### config.mk
export PLATFORM = sky130hd
export DESIGN_NAME = frame_builder_with_checksum_unit
export DESIGN_NICKNAME = d
export VERILOG_FILES = /design/src/fbc_pkg.sv /design/src/fbc_csr.sv /design/src/fbc_engine.sv /design/src/fbc_out_fifo.sv /design/src/frame_builder_with_checksum_unit.sv
export SDC_FILE = /design/constraint.sdc
export NUM_CORES = 1
export LEC_CHECK = 0
export BUFFER_PORTS_ARGS = -buffer_cell sky130_fd_sc_hd__buf_2
export CAP_MARGIN = 30
export CORE_ASPECT_RATIO = 1.4
export CORE_MARGIN = 2
export CORE_UTILIZATION = 54
export CTS_CLUSTER_DIAMETER = 120
export CTS_CLUSTER_SIZE = 10
export DETAILED_ROUTE_END_ITERATION = 12
export PLACE_DENSITY_LB_ADDON = 0.2
export SLEW_MARGIN = 20
export SYNTH_ARGS = -nofsm -noshare
export SYNTH_HDL_FRONTEND = slang
export SYNTH_SLANG_ARGS = --single-unit
### constraint.sdc
create_clock -name clock -period 3.82 [get_ports clock]
set_input_delay 0.382 -clock clock [delete_from_list [all_inputs] [get_ports clock]]
set_output_delay 0.382 -clock clock [all_outputs]
set_load 0.01 [all_outputs]
### src/fbc_pkg.sv
// Shared types and constants for the frame builder with checksum.
`default_nettype none
package fbc_pkg;

   localparam logic       CMD_START = 1'b0;
   localparam logic       CMD_DATA  = 1'b1;

   localparam logic [7:0] LENGTH_OFFSET = 8'd10;
   localparam logic [7:0] HSB_RESET     = 8'h01;
   localparam logic [7:0] TSB_RESET     = 8'h02;

   // register select bit of the byte address
   localparam logic       REG_HSB = 1'b0;
   localparam logic       REG_TSB = 1'b1;

   // byte positions within a start item
   localparam logic [3:0] IDX_HSB   = 4'd0;
   localparam logic [3:0] IDX_LEN   = 4'd1;
   localparam logic [3:0] IDX_SRC   = 4'd2;
   localparam logic [3:0] IDX_DST   = 4'd3;
   localparam logic [3:0] IDX_TSB   = 4'd4;
   localparam logic [3:0] IDX_ID0   = 4'd5;
   localparam logic [3:0] IDX_ID1   = 4'd6;
   localparam logic [3:0] IDX_ID2   = 4'd7;
   localparam logic [3:0] IDX_ID3   = 4'd8;
   localparam logic [3:0] IDX_CKSUM = 4'd9;

   // byte positions within a data item
   localparam logic [3:0] IDX_PAYLOAD    = 4'd0;
   localparam logic [3:0] IDX_DATA_CKSUM = 4'd1;

   typedef struct packed {
      logic [7:0]  data_byte;
      logic [7:0]  payload_count;
      logic [31:0] message_id;
      logic [7:0]  dest_addr;
      logic [7:0]  source_addr;
   } item_type;

   typedef struct packed {
      logic [7:0] text_start_byte;
      logic [7:0] header_start_byte;
   } cfg_type;

   typedef struct packed {
      logic       frame_end;
      logic [7:0] out_byte;
   } out_word_type;

endpackage
`default_nettype wire

### src/fbc_csr.sv
// Configuration registers behind the APB-style port.
`default_nettype none
module fbc_csr import fbc_pkg::*; (
   input  wire logic        clock,
   input  wire logic        reset,
   input  wire logic        csr_psel,
   input  wire logic        csr_penable,
   input  wire logic        csr_pwrite,
   input  wire logic [2:0]  csr_paddr,
   input  wire logic [31:0] csr_pwdata,
   output logic [31:0]      csr_prdata,
   output cfg_type          cfg
);

   logic [7:0] hsb_ff;
   logic [7:0] tsb_ff;
   logic       wr_en;

   assign wr_en = csr_psel && csr_penable && csr_pwrite;

   always_ff @(posedge clock) begin
      if (reset) begin
         hsb_ff <= HSB_RESET;
         tsb_ff <= TSB_RESET;
      end else if (wr_en) begin
         case (csr_paddr[2])
            REG_HSB: hsb_ff <= csr_pwdata[7:0];
            REG_TSB: tsb_ff <= csr_pwdata[7:0];
            default: hsb_ff <= hsb_ff;
         endcase
      end
   end

   always_comb begin
      case (csr_paddr[2])
         REG_HSB: csr_prdata = {24'd0, hsb_ff};
         REG_TSB: csr_prdata = {24'd0, tsb_ff};
         default: csr_prdata = 32'd0;
      endcase
   end

   assign cfg.header_start_byte = hsb_ff;
   assign cfg.text_start_byte   = tsb_ff;

endmodule
`default_nettype wire

### src/fbc_engine.sv
// Item register, frame byte sequencer and running checksum state.
`default_nettype none
module fbc_engine import fbc_pkg::*; (
   input  wire logic     clock,
   input  wire logic     reset,
   input  wire cfg_type  cfg,
   input  wire logic     req_valid,
   output logic          req_ready,
   input  wire logic     req_cmd,
   input  wire item_type req_item,
   input  wire logic     room,
   output logic          push,
   output out_word_type  word
);

   logic       job_valid_ff;
   logic       job_cmd_ff;
   item_type   job_item_ff;
   logic [3:0] idx_ff;
   logic [7:0] sum_ff, sum_in;
   logic [7:0] left_ff, left_in;
   logic       open_ff, open_in;

   logic       accept, is_start, drop, adv, last, done;
   logic [7:0] cksum;

   assign accept    = req_valid && req_ready;
   assign is_start  = (job_cmd_ff == CMD_START);
   assign drop      = !is_start && !open_ff;
   assign adv       = job_valid_ff && (drop || room);
   assign push      = job_valid_ff && !drop && room;
   assign cksum     = ~sum_ff + 8'd1;
   assign done      = adv && last;
   assign req_ready = !job_valid_ff || done;

   always_comb begin
      word.out_byte  = cksum;
      word.frame_end = 1'b0;
      if (is_start) begin
         case (idx_ff)
            IDX_HSB:   word.out_byte = cfg.header_start_byte;
            IDX_LEN:   word.out_byte = job_item_ff.payload_count + LENGTH_OFFSET;
            IDX_SRC:   word.out_byte = job_item_ff.source_addr;
            IDX_DST:   word.out_byte = job_item_ff.dest_addr;
            IDX_TSB:   word.out_byte = cfg.text_start_byte;
            IDX_ID0:   word.out_byte = job_item_ff.message_id[31:24];
            IDX_ID1:   word.out_byte = job_item_ff.message_id[23:16];
            IDX_ID2:   word.out_byte = job_item_ff.message_id[15:8];
            IDX_ID3:   word.out_byte = job_item_ff.message_id[7:0];
            default:   word.out_byte = cksum;
         endcase
         word.frame_end = (idx_ff == IDX_CKSUM);
         if (job_item_ff.payload_count == 8'd0) begin
            last = (idx_ff == IDX_CKSUM);
         end else begin
            last = (idx_ff == IDX_ID3);
         end
      end else begin
         if (idx_ff == IDX_PAYLOAD) begin
            word.out_byte = job_item_ff.data_byte;
         end
         word.frame_end = (idx_ff != IDX_PAYLOAD);
         last = drop || word.frame_end || (left_ff != 8'd1);
      end
   end

   always_comb begin
      sum_in  = sum_ff;
      left_in = left_ff;
      open_in = open_ff;
      if (push) begin
         if (word.frame_end) begin
            sum_in  = 8'd0;
            left_in = 8'd0;
            open_in = 1'b0;
         end else begin
            if (is_start && idx_ff == IDX_HSB) begin
               sum_in = word.out_byte;
            end else begin
               sum_in = sum_ff + word.out_byte;
            end
            if (is_start && idx_ff == IDX_ID3 && job_item_ff.payload_count != 8'd0) begin
               left_in = job_item_ff.payload_count;
               open_in = 1'b1;
            end
            if (!is_start) begin
               left_in = left_ff - 8'd1;
            end
         end
      end
   end

   always_ff @(posedge clock) begin
      if (reset) begin
         job_valid_ff <= 1'b0;
         idx_ff       <= 4'd0;
         sum_ff       <= 8'd0;
         left_ff      <= 8'd0;
         open_ff      <= 1'b0;
      end else begin
         sum_ff  <= sum_in;
         left_ff <= left_in;
         open_ff <= open_in;
         if (accept) begin
            job_valid_ff <= 1'b1;
            idx_ff       <= 4'd0;
         end else begin
            if (done) begin
               job_valid_ff <= 1'b0;
            end
            if (adv) begin
               idx_ff <= idx_ff + 4'd1;
            end
         end
      end
   end

   always_ff @(posedge clock) begin
      if (accept) begin
         job_cmd_ff  <= req_cmd;
         job_item_ff <= req_item;
      end
   end

   a_idx_range: assert property (@(posedge clock) disable iff (reset)
      job_valid_ff && is_start |-> idx_ff <= IDX_CKSUM)
      else $error("start item byte index out of range");

   a_left_nonzero: assert property (@(posedge clock) disable iff (reset)
      job_valid_ff && !is_start && open_ff && idx_ff == IDX_PAYLOAD |-> left_ff != 8'd0)
      else $error("payload word with no bytes left in open frame");

   a_close_on_end: assert property (@(posedge clock) disable iff (reset)
      push && word.frame_end |=> !open_ff && sum_ff == 8'd0)
      else $error("frame not closed after checksum word");

endmodule
`default_nettype wire

### src/fbc_out_fifo.sv
// Two-entry output skid buffer for frame words.
`default_nettype none
module fbc_out_fifo import fbc_pkg::*; (
   input  wire logic         clock,
   input  wire logic         reset,
   input  wire logic         push,
   input  wire out_word_type word,
   output logic              room,
   output logic              rsp_tvalid,
   input  wire logic         rsp_tready,
   output logic [7:0]        rsp_tdata,
   output logic              rsp_tlast
);

   out_word_type entry_ff [2];
   logic         wr_ptr_ff;
   logic         rd_ptr_ff;
   logic [1:0]   count_ff;
   logic         pop;

   assign room       = (count_ff != 2'd2);
   assign rsp_tvalid = (count_ff != 2'd0);
   assign pop        = rsp_tvalid && rsp_tready;
   assign rsp_tdata  = entry_ff[rd_ptr_ff].out_byte;
   assign rsp_tlast  = entry_ff[rd_ptr_ff].frame_end;

   always_ff @(posedge clock) begin
      if (reset) begin
         wr_ptr_ff <= 1'b0;
         rd_ptr_ff <= 1'b0;
         count_ff  <= 2'd0;
      end else begin
         if (push) begin
            wr_ptr_ff <= ~wr_ptr_ff;
         end
         if (pop) begin
            rd_ptr_ff <= ~rd_ptr_ff;
         end
         if (push && !pop) begin
            count_ff <= count_ff + 2'd1;
         end else if (pop && !push) begin
            count_ff <= count_ff - 2'd1;
         end
      end
   end

   always_ff @(posedge clock) begin
      if (push) begin
         entry_ff[wr_ptr_ff] <= word;
      end
   end

   a_no_overflow: assert property (@(posedge clock) disable iff (reset)
      push |-> room)
      else $error("word pushed into full output buffer");

   a_count_range: assert property (@(posedge clock) disable iff (reset)
      count_ff != 2'd3)
      else $error("output buffer count out of range");

endmodule
`default_nettype wire

### src/frame_builder_with_checksum_unit.sv
// Top level of the frame builder with checksum.
// A data word's payload byte passes the item register and the output buffer
// to rsp_tdata. While the buffer has room, one data word is taken per cycle,
// the last payload byte of a frame is followed by its checksum byte, and a
// start word puts out nine header bytes (ten with the checksum for a zero
// payload count), one header byte per cycle; the next word is taken in the
// cycle its last byte leaves. Data words with no frame open are consumed with
// no output. A two-word output buffer keeps rsp_tready off the req_tready path.
`default_nettype none
module frame_builder_with_checksum_unit import fbc_pkg::*; (
   input  wire logic        clock,
   input  wire logic        reset,
   input  wire logic        req_tvalid,
   output logic             req_tready,
   // [7:0] source_addr, [15:8] dest_addr, [47:16] message_id,
   // [55:48] payload_count, [63:56] data_byte
   input  wire logic [63:0] req_tdata,
   // [0] command
   input  wire logic        req_tuser,
   output logic             rsp_tvalid,
   input  wire logic        rsp_tready,
   // [7:0] out_byte
   output logic [7:0]       rsp_tdata,
   output logic             rsp_tlast,
   input  wire logic        csr_psel,
   input  wire logic        csr_penable,
   input  wire logic        csr_pwrite,
   input  wire logic [2:0]  csr_paddr,
   input  wire logic [31:0] csr_pwdata,
   output logic [31:0]      csr_prdata,
   output logic             csr_pready
);

   cfg_type      cfg;
   item_type     req_item;
   out_word_type word;
   logic         room;
   logic         push;

   assign csr_pready = 1'b1;
   assign req_item   = item_type'(req_tdata);

   fbc_csr u_csr (
      .clock       (clock),
      .reset       (reset),
      .csr_psel    (csr_psel),
      .csr_penable (csr_penable),
      .csr_pwrite  (csr_pwrite),
      .csr_paddr   (csr_paddr),
      .csr_pwdata  (csr_pwdata),
      .csr_prdata  (csr_prdata),
      .cfg         (cfg)
   );

   fbc_engine u_engine (
      .clock     (clock),
      .reset     (reset),
      .cfg       (cfg),
      .req_valid (req_tvalid),
      .req_ready (req_tready),
      .req_cmd   (req_tuser),
      .req_item  (req_item),
      .room      (room),
      .push      (push),
      .word      (word)
   );

   fbc_out_fifo u_out_fifo (
      .clock      (clock),
      .reset      (reset),
      .push       (push),
      .word       (word),
      .room       (room),
      .rsp_tvalid (rsp_tvalid),
      .rsp_tready (rsp_tready),
      .rsp_tdata  (rsp_tdata),
      .rsp_tlast  (rsp_tlast)
   );

endmodule
`default_nettype wire
==> results.md <==
- Cell area power density: 520 mW/mm^2
- Min-Delay Path Class: input pin to flip-flop
- Area Overhead vs Synth: 19.4%
- Largest net degree at the start of global routing: 40
- Worst-path clk slew: 60 ps
- Max Fclk: 280 MHz
- Reg-to-Reg Start: u_engine.idx_ff[0]
- Initial DRT Pass Iterations: 5
- VDD IR max: 0.000471 V
- Worst path arrival time: 3870 ps
- Top Family by Delay on Critical Path: compound AO/OA/AOI/OAI gates
- Nets@finish: 808
- YS warnings: 0
- Die area: 0.0124 sq mm
- Final setup fails: 0
- Max Root-Sink Buffers: 2
- Layout cells sized above 1: 27.5%
- GRT overflow: 0
- Status: complete, no violations
- Worst Path Required: 4120 ps
- Cells on worst reg2reg path: 17
- Detailed placement HPWL: 10,300 microns
- Die W: 94.7 microns
- Number of global-route vias before repair: 4,667
- FILL cells: 889
- Routability cong.: 0.919
- Num Clock Sinks: 126
- Placed cell area: 0.00679 sq mm
- Hold Path Depth: 1
- Fin area: 0.00743 sq mm
- EDFF count, synth: 83
- Most used cell along the critical path: inv_1
- H-tree depth: 4
- Slew @ Worst Pin: 867 ps
- Reg2reg end: u_engine.sum_ff[6]
- Hold path startpoint: req_tdata[7]
- Mapped Area: 0.00622 sq mm
- Clock latency at the later pin of the worst-skew pair: 410 ps
- Worst path slowest cell: fa_1
- Placeable Area: 0.0113 sq mm
- Worst Setup End Kind: flip-flop
- Buffers added on ports: 99
- Primary FF master, synth: edfxtp_1
- R2R Setup Slk: 250 ps
- Post-route DRC: 0
- Cell Rows: 46
- Avg Cell Area, Syn: 10.8 sq um
- Post-synthesis sequential area ratio: 53.9%
- Worst setup SP type: flip-flop
- Vias: 4,718
- Routed WL per cell: 16.7 microns
- First-pass GRT wire length: 22,000 microns
- Tmin final: 3570 ps
- Initial antenna violation count: 0
- Total Power: 3.86 mW
- Flops & latches, synth: 126
- CTS root buffer: clkbuf_16
- Leak: 2.91 nW
- CTS tree: yes
- Slew margin rel.: 41.8%
- Initial Util: 55.2%
- CTS Buf Count: 17
- Min-Delay Endpoint: u_engine.job_item_ff[7]
- Final wirelength: 14,000 microns
- Gr usage total: 23.5%
- Synth cell types: 66
- Number of diodes: 0
- Final hold vios: 0
- Initial drt markers: 307
- Die height: 131 microns
- # Max-Cap Violations: 0
- Clock Skew: 6.90 ps
- WS Path Type: flip-flop to flip-flop
- Vias/cell: 5.61
- Gate Count Post-Synth: 575
- Crit share post-route: 93.5%
- Critical Path Fanout Max: 6
- Core Util, Final: 65.9%
- Number of I/O pins: 151
- Asr flop ratio synth: 0%
- Crit-path cells: inv_1 -> ha_2 -> a222oi_1 -> and2_1 -> a211oi_1 -> a2111oi_0 -> nor3_1 -> ha_1 -> inv_1 -> fa_1 -> nor2b_1 -> o21ai_0 -> a21boi_1 -> o21a_1 -> nor2_1 -> xnor2_1 -> a21o_1
- Largest stage delay on the critical path: 380 ps
- Remaining antenna violation count: 0
- Final Max Slew Viols: 0
- Buffers & Inverters on Critical Path: 2
metrics by stage:
step | hold WS (ps) | TNS, ps | setup WS [ps] | cells
floorplan | 445 | 0 | 294 | 598
global placement | 465 | 0 | 160 | 809
detailed placement | 472 | 0 | 142 | 809
CTS | 129 | 0 | 64.9 | 841
global route | 132 | -59.9 | -59.9 | 841
finish | 144 | 0 | 248 | 841
how the worst max path moves through the flow:
stage / slack (ps) / to / depth (start not counted) / startpoint
3_5_place_dp: 140 / u_engine.sum_ff[7] / 17 / u_engine.idx_ff[0]
2_1_floorplan: 290 / u_engine.job_cmd_ff / 8 / u_engine.idx_ff[0]
5_1_grt: -60 / u_engine.sum_ff[7] / 17 / u_engine.idx_ff[0]
4_1_cts: 60 / u_engine.sum_ff[7] / 17 / u_engine.idx_ff[0]
3_3_place_gp: 160 / u_engine.sum_ff[7] / 17 / u_engine.idx_ff[0]
6_report: 250 / u_engine.sum_ff[6] / 17 / u_engine.idx_ff[0]
cell type report:
type / count / area [sq um] / area share [%]
flip-flops and latches: 126 / 3350 / 45.1
inverters: 18 / 67.6 / 0.909
repair buffers: 118 / 638 / 8.58
multi-input cells: 403 / 2600 / 34.9
clock buffers: 17 / 425 / 5.72
clock inverters: 15 / 171 / 2.31
well taps: 144 / 180 / 2.42
power by group:
group | switching [mW] | internal, mW | leakage [nW]
clock | 0.582 | 1.02 | 0.276
sequential | 0.0742 | 1.56 | 1.14
combinational | 0.345 | 0.277 | 1.50
sequential cells by signal, indices dropped and copies added, names as in the netlist, named ones only:
| signal | count |
|---|---|
| u_out_fifo.rd_ptr_ff | 1 |
| u_engine.job_item_ff | 64 |
| u_engine.open_ff | 1 |
| u_engine.left_ff | 8 |
| u_engine.job_valid_ff | 1 |
| u_csr.tsb_ff | 8 |
| u_out_fifo.wr_ptr_ff | 1 |
| u_engine.job_cmd_ff | 1 |
| u_out_fifo.entry_ff | 18 |
| u_engine.idx_ff | 4 |
| u_engine.sum_ff | 8 |
| u_out_fifo.count_ff | 2 |
| u_csr.hsb_ff | 8 |
placed cells by master (no fill, tap or decap), drive strengths merged, types with 12 or more instances in the layout:
cell type	count
inv	19
conb	25
buf	118
nor2	59
xnor2	15
a22oi	14
dfxtp	43
xor2	12
o21ai	20
edfxtp	83
nand2	63
a21oi	48
clkbuf	17
mux2	21
ha	16
synth_stat cells (8+ instances only):
library cell / count / share of area [%]
o21ai_0: 17 / 1.4
xor2_1: 11 / 1.5
ha_1: 16 / 3.2
clkbuf_1: 9 / 0.54
a21oi_1: 46 / 3.7
a211oi_1: 8 / 0.96
nand3_1: 8 / 0.64
nor2_1: 58 / 3.5
inv_1: 17 / 1.0
buf_4: 25 / 3.0
buf_2: 12 / 0.96
a222oi_1: 8 / 1.3
mux2_2: 21 / 3.8
xnor2_1: 15 / 2.1
edfxtp_1: 83 / 40
a22oi_1: 14 / 1.7
nand2_1: 63 / 3.8
dfxtp_1: 43 / 14
nor3_1: 10 / 0.80
cell families (layout without fill, tap and decap cells):
family / after synthesis / in the layout / synth area share [%]
buffers and inverters: 69 / 168 / 6.51
flip-flops: 126 / 126 / 53.9
adder cells (fa/ha/maj): 17 / 17 / 3.54
AO/OA/AOI/OAI: 136 / 136 / 14.6
XOR/XNOR: 27 / 27 / 3.92
other: 2 / 25 / 0.121
AND/OR/NAND/NOR: 173 / 173 / 13.0
multiplexers: 25 / 25 / 4.44
metal layers:
layer | GRT usage, % | share of wire [%] | vias to the layer above
li1 | - | - | 2267
met1 | 25.7 | 37 | 2220
met2 | 42.8 | 55 | 196
met3 | 4.53 | 5.1 | 35
met4 | 11.8 | 3.2 | 0
met5 | 0 | 0 | -
what timing repair did:
action	4_1_cts	5_1_grt
buffers inserted	0	0
endpoints found under the setup margin	0	5
hold buffers	0	0
resized for setup	0	12
No activity file was read; power rests on OpenSTA's default activity.
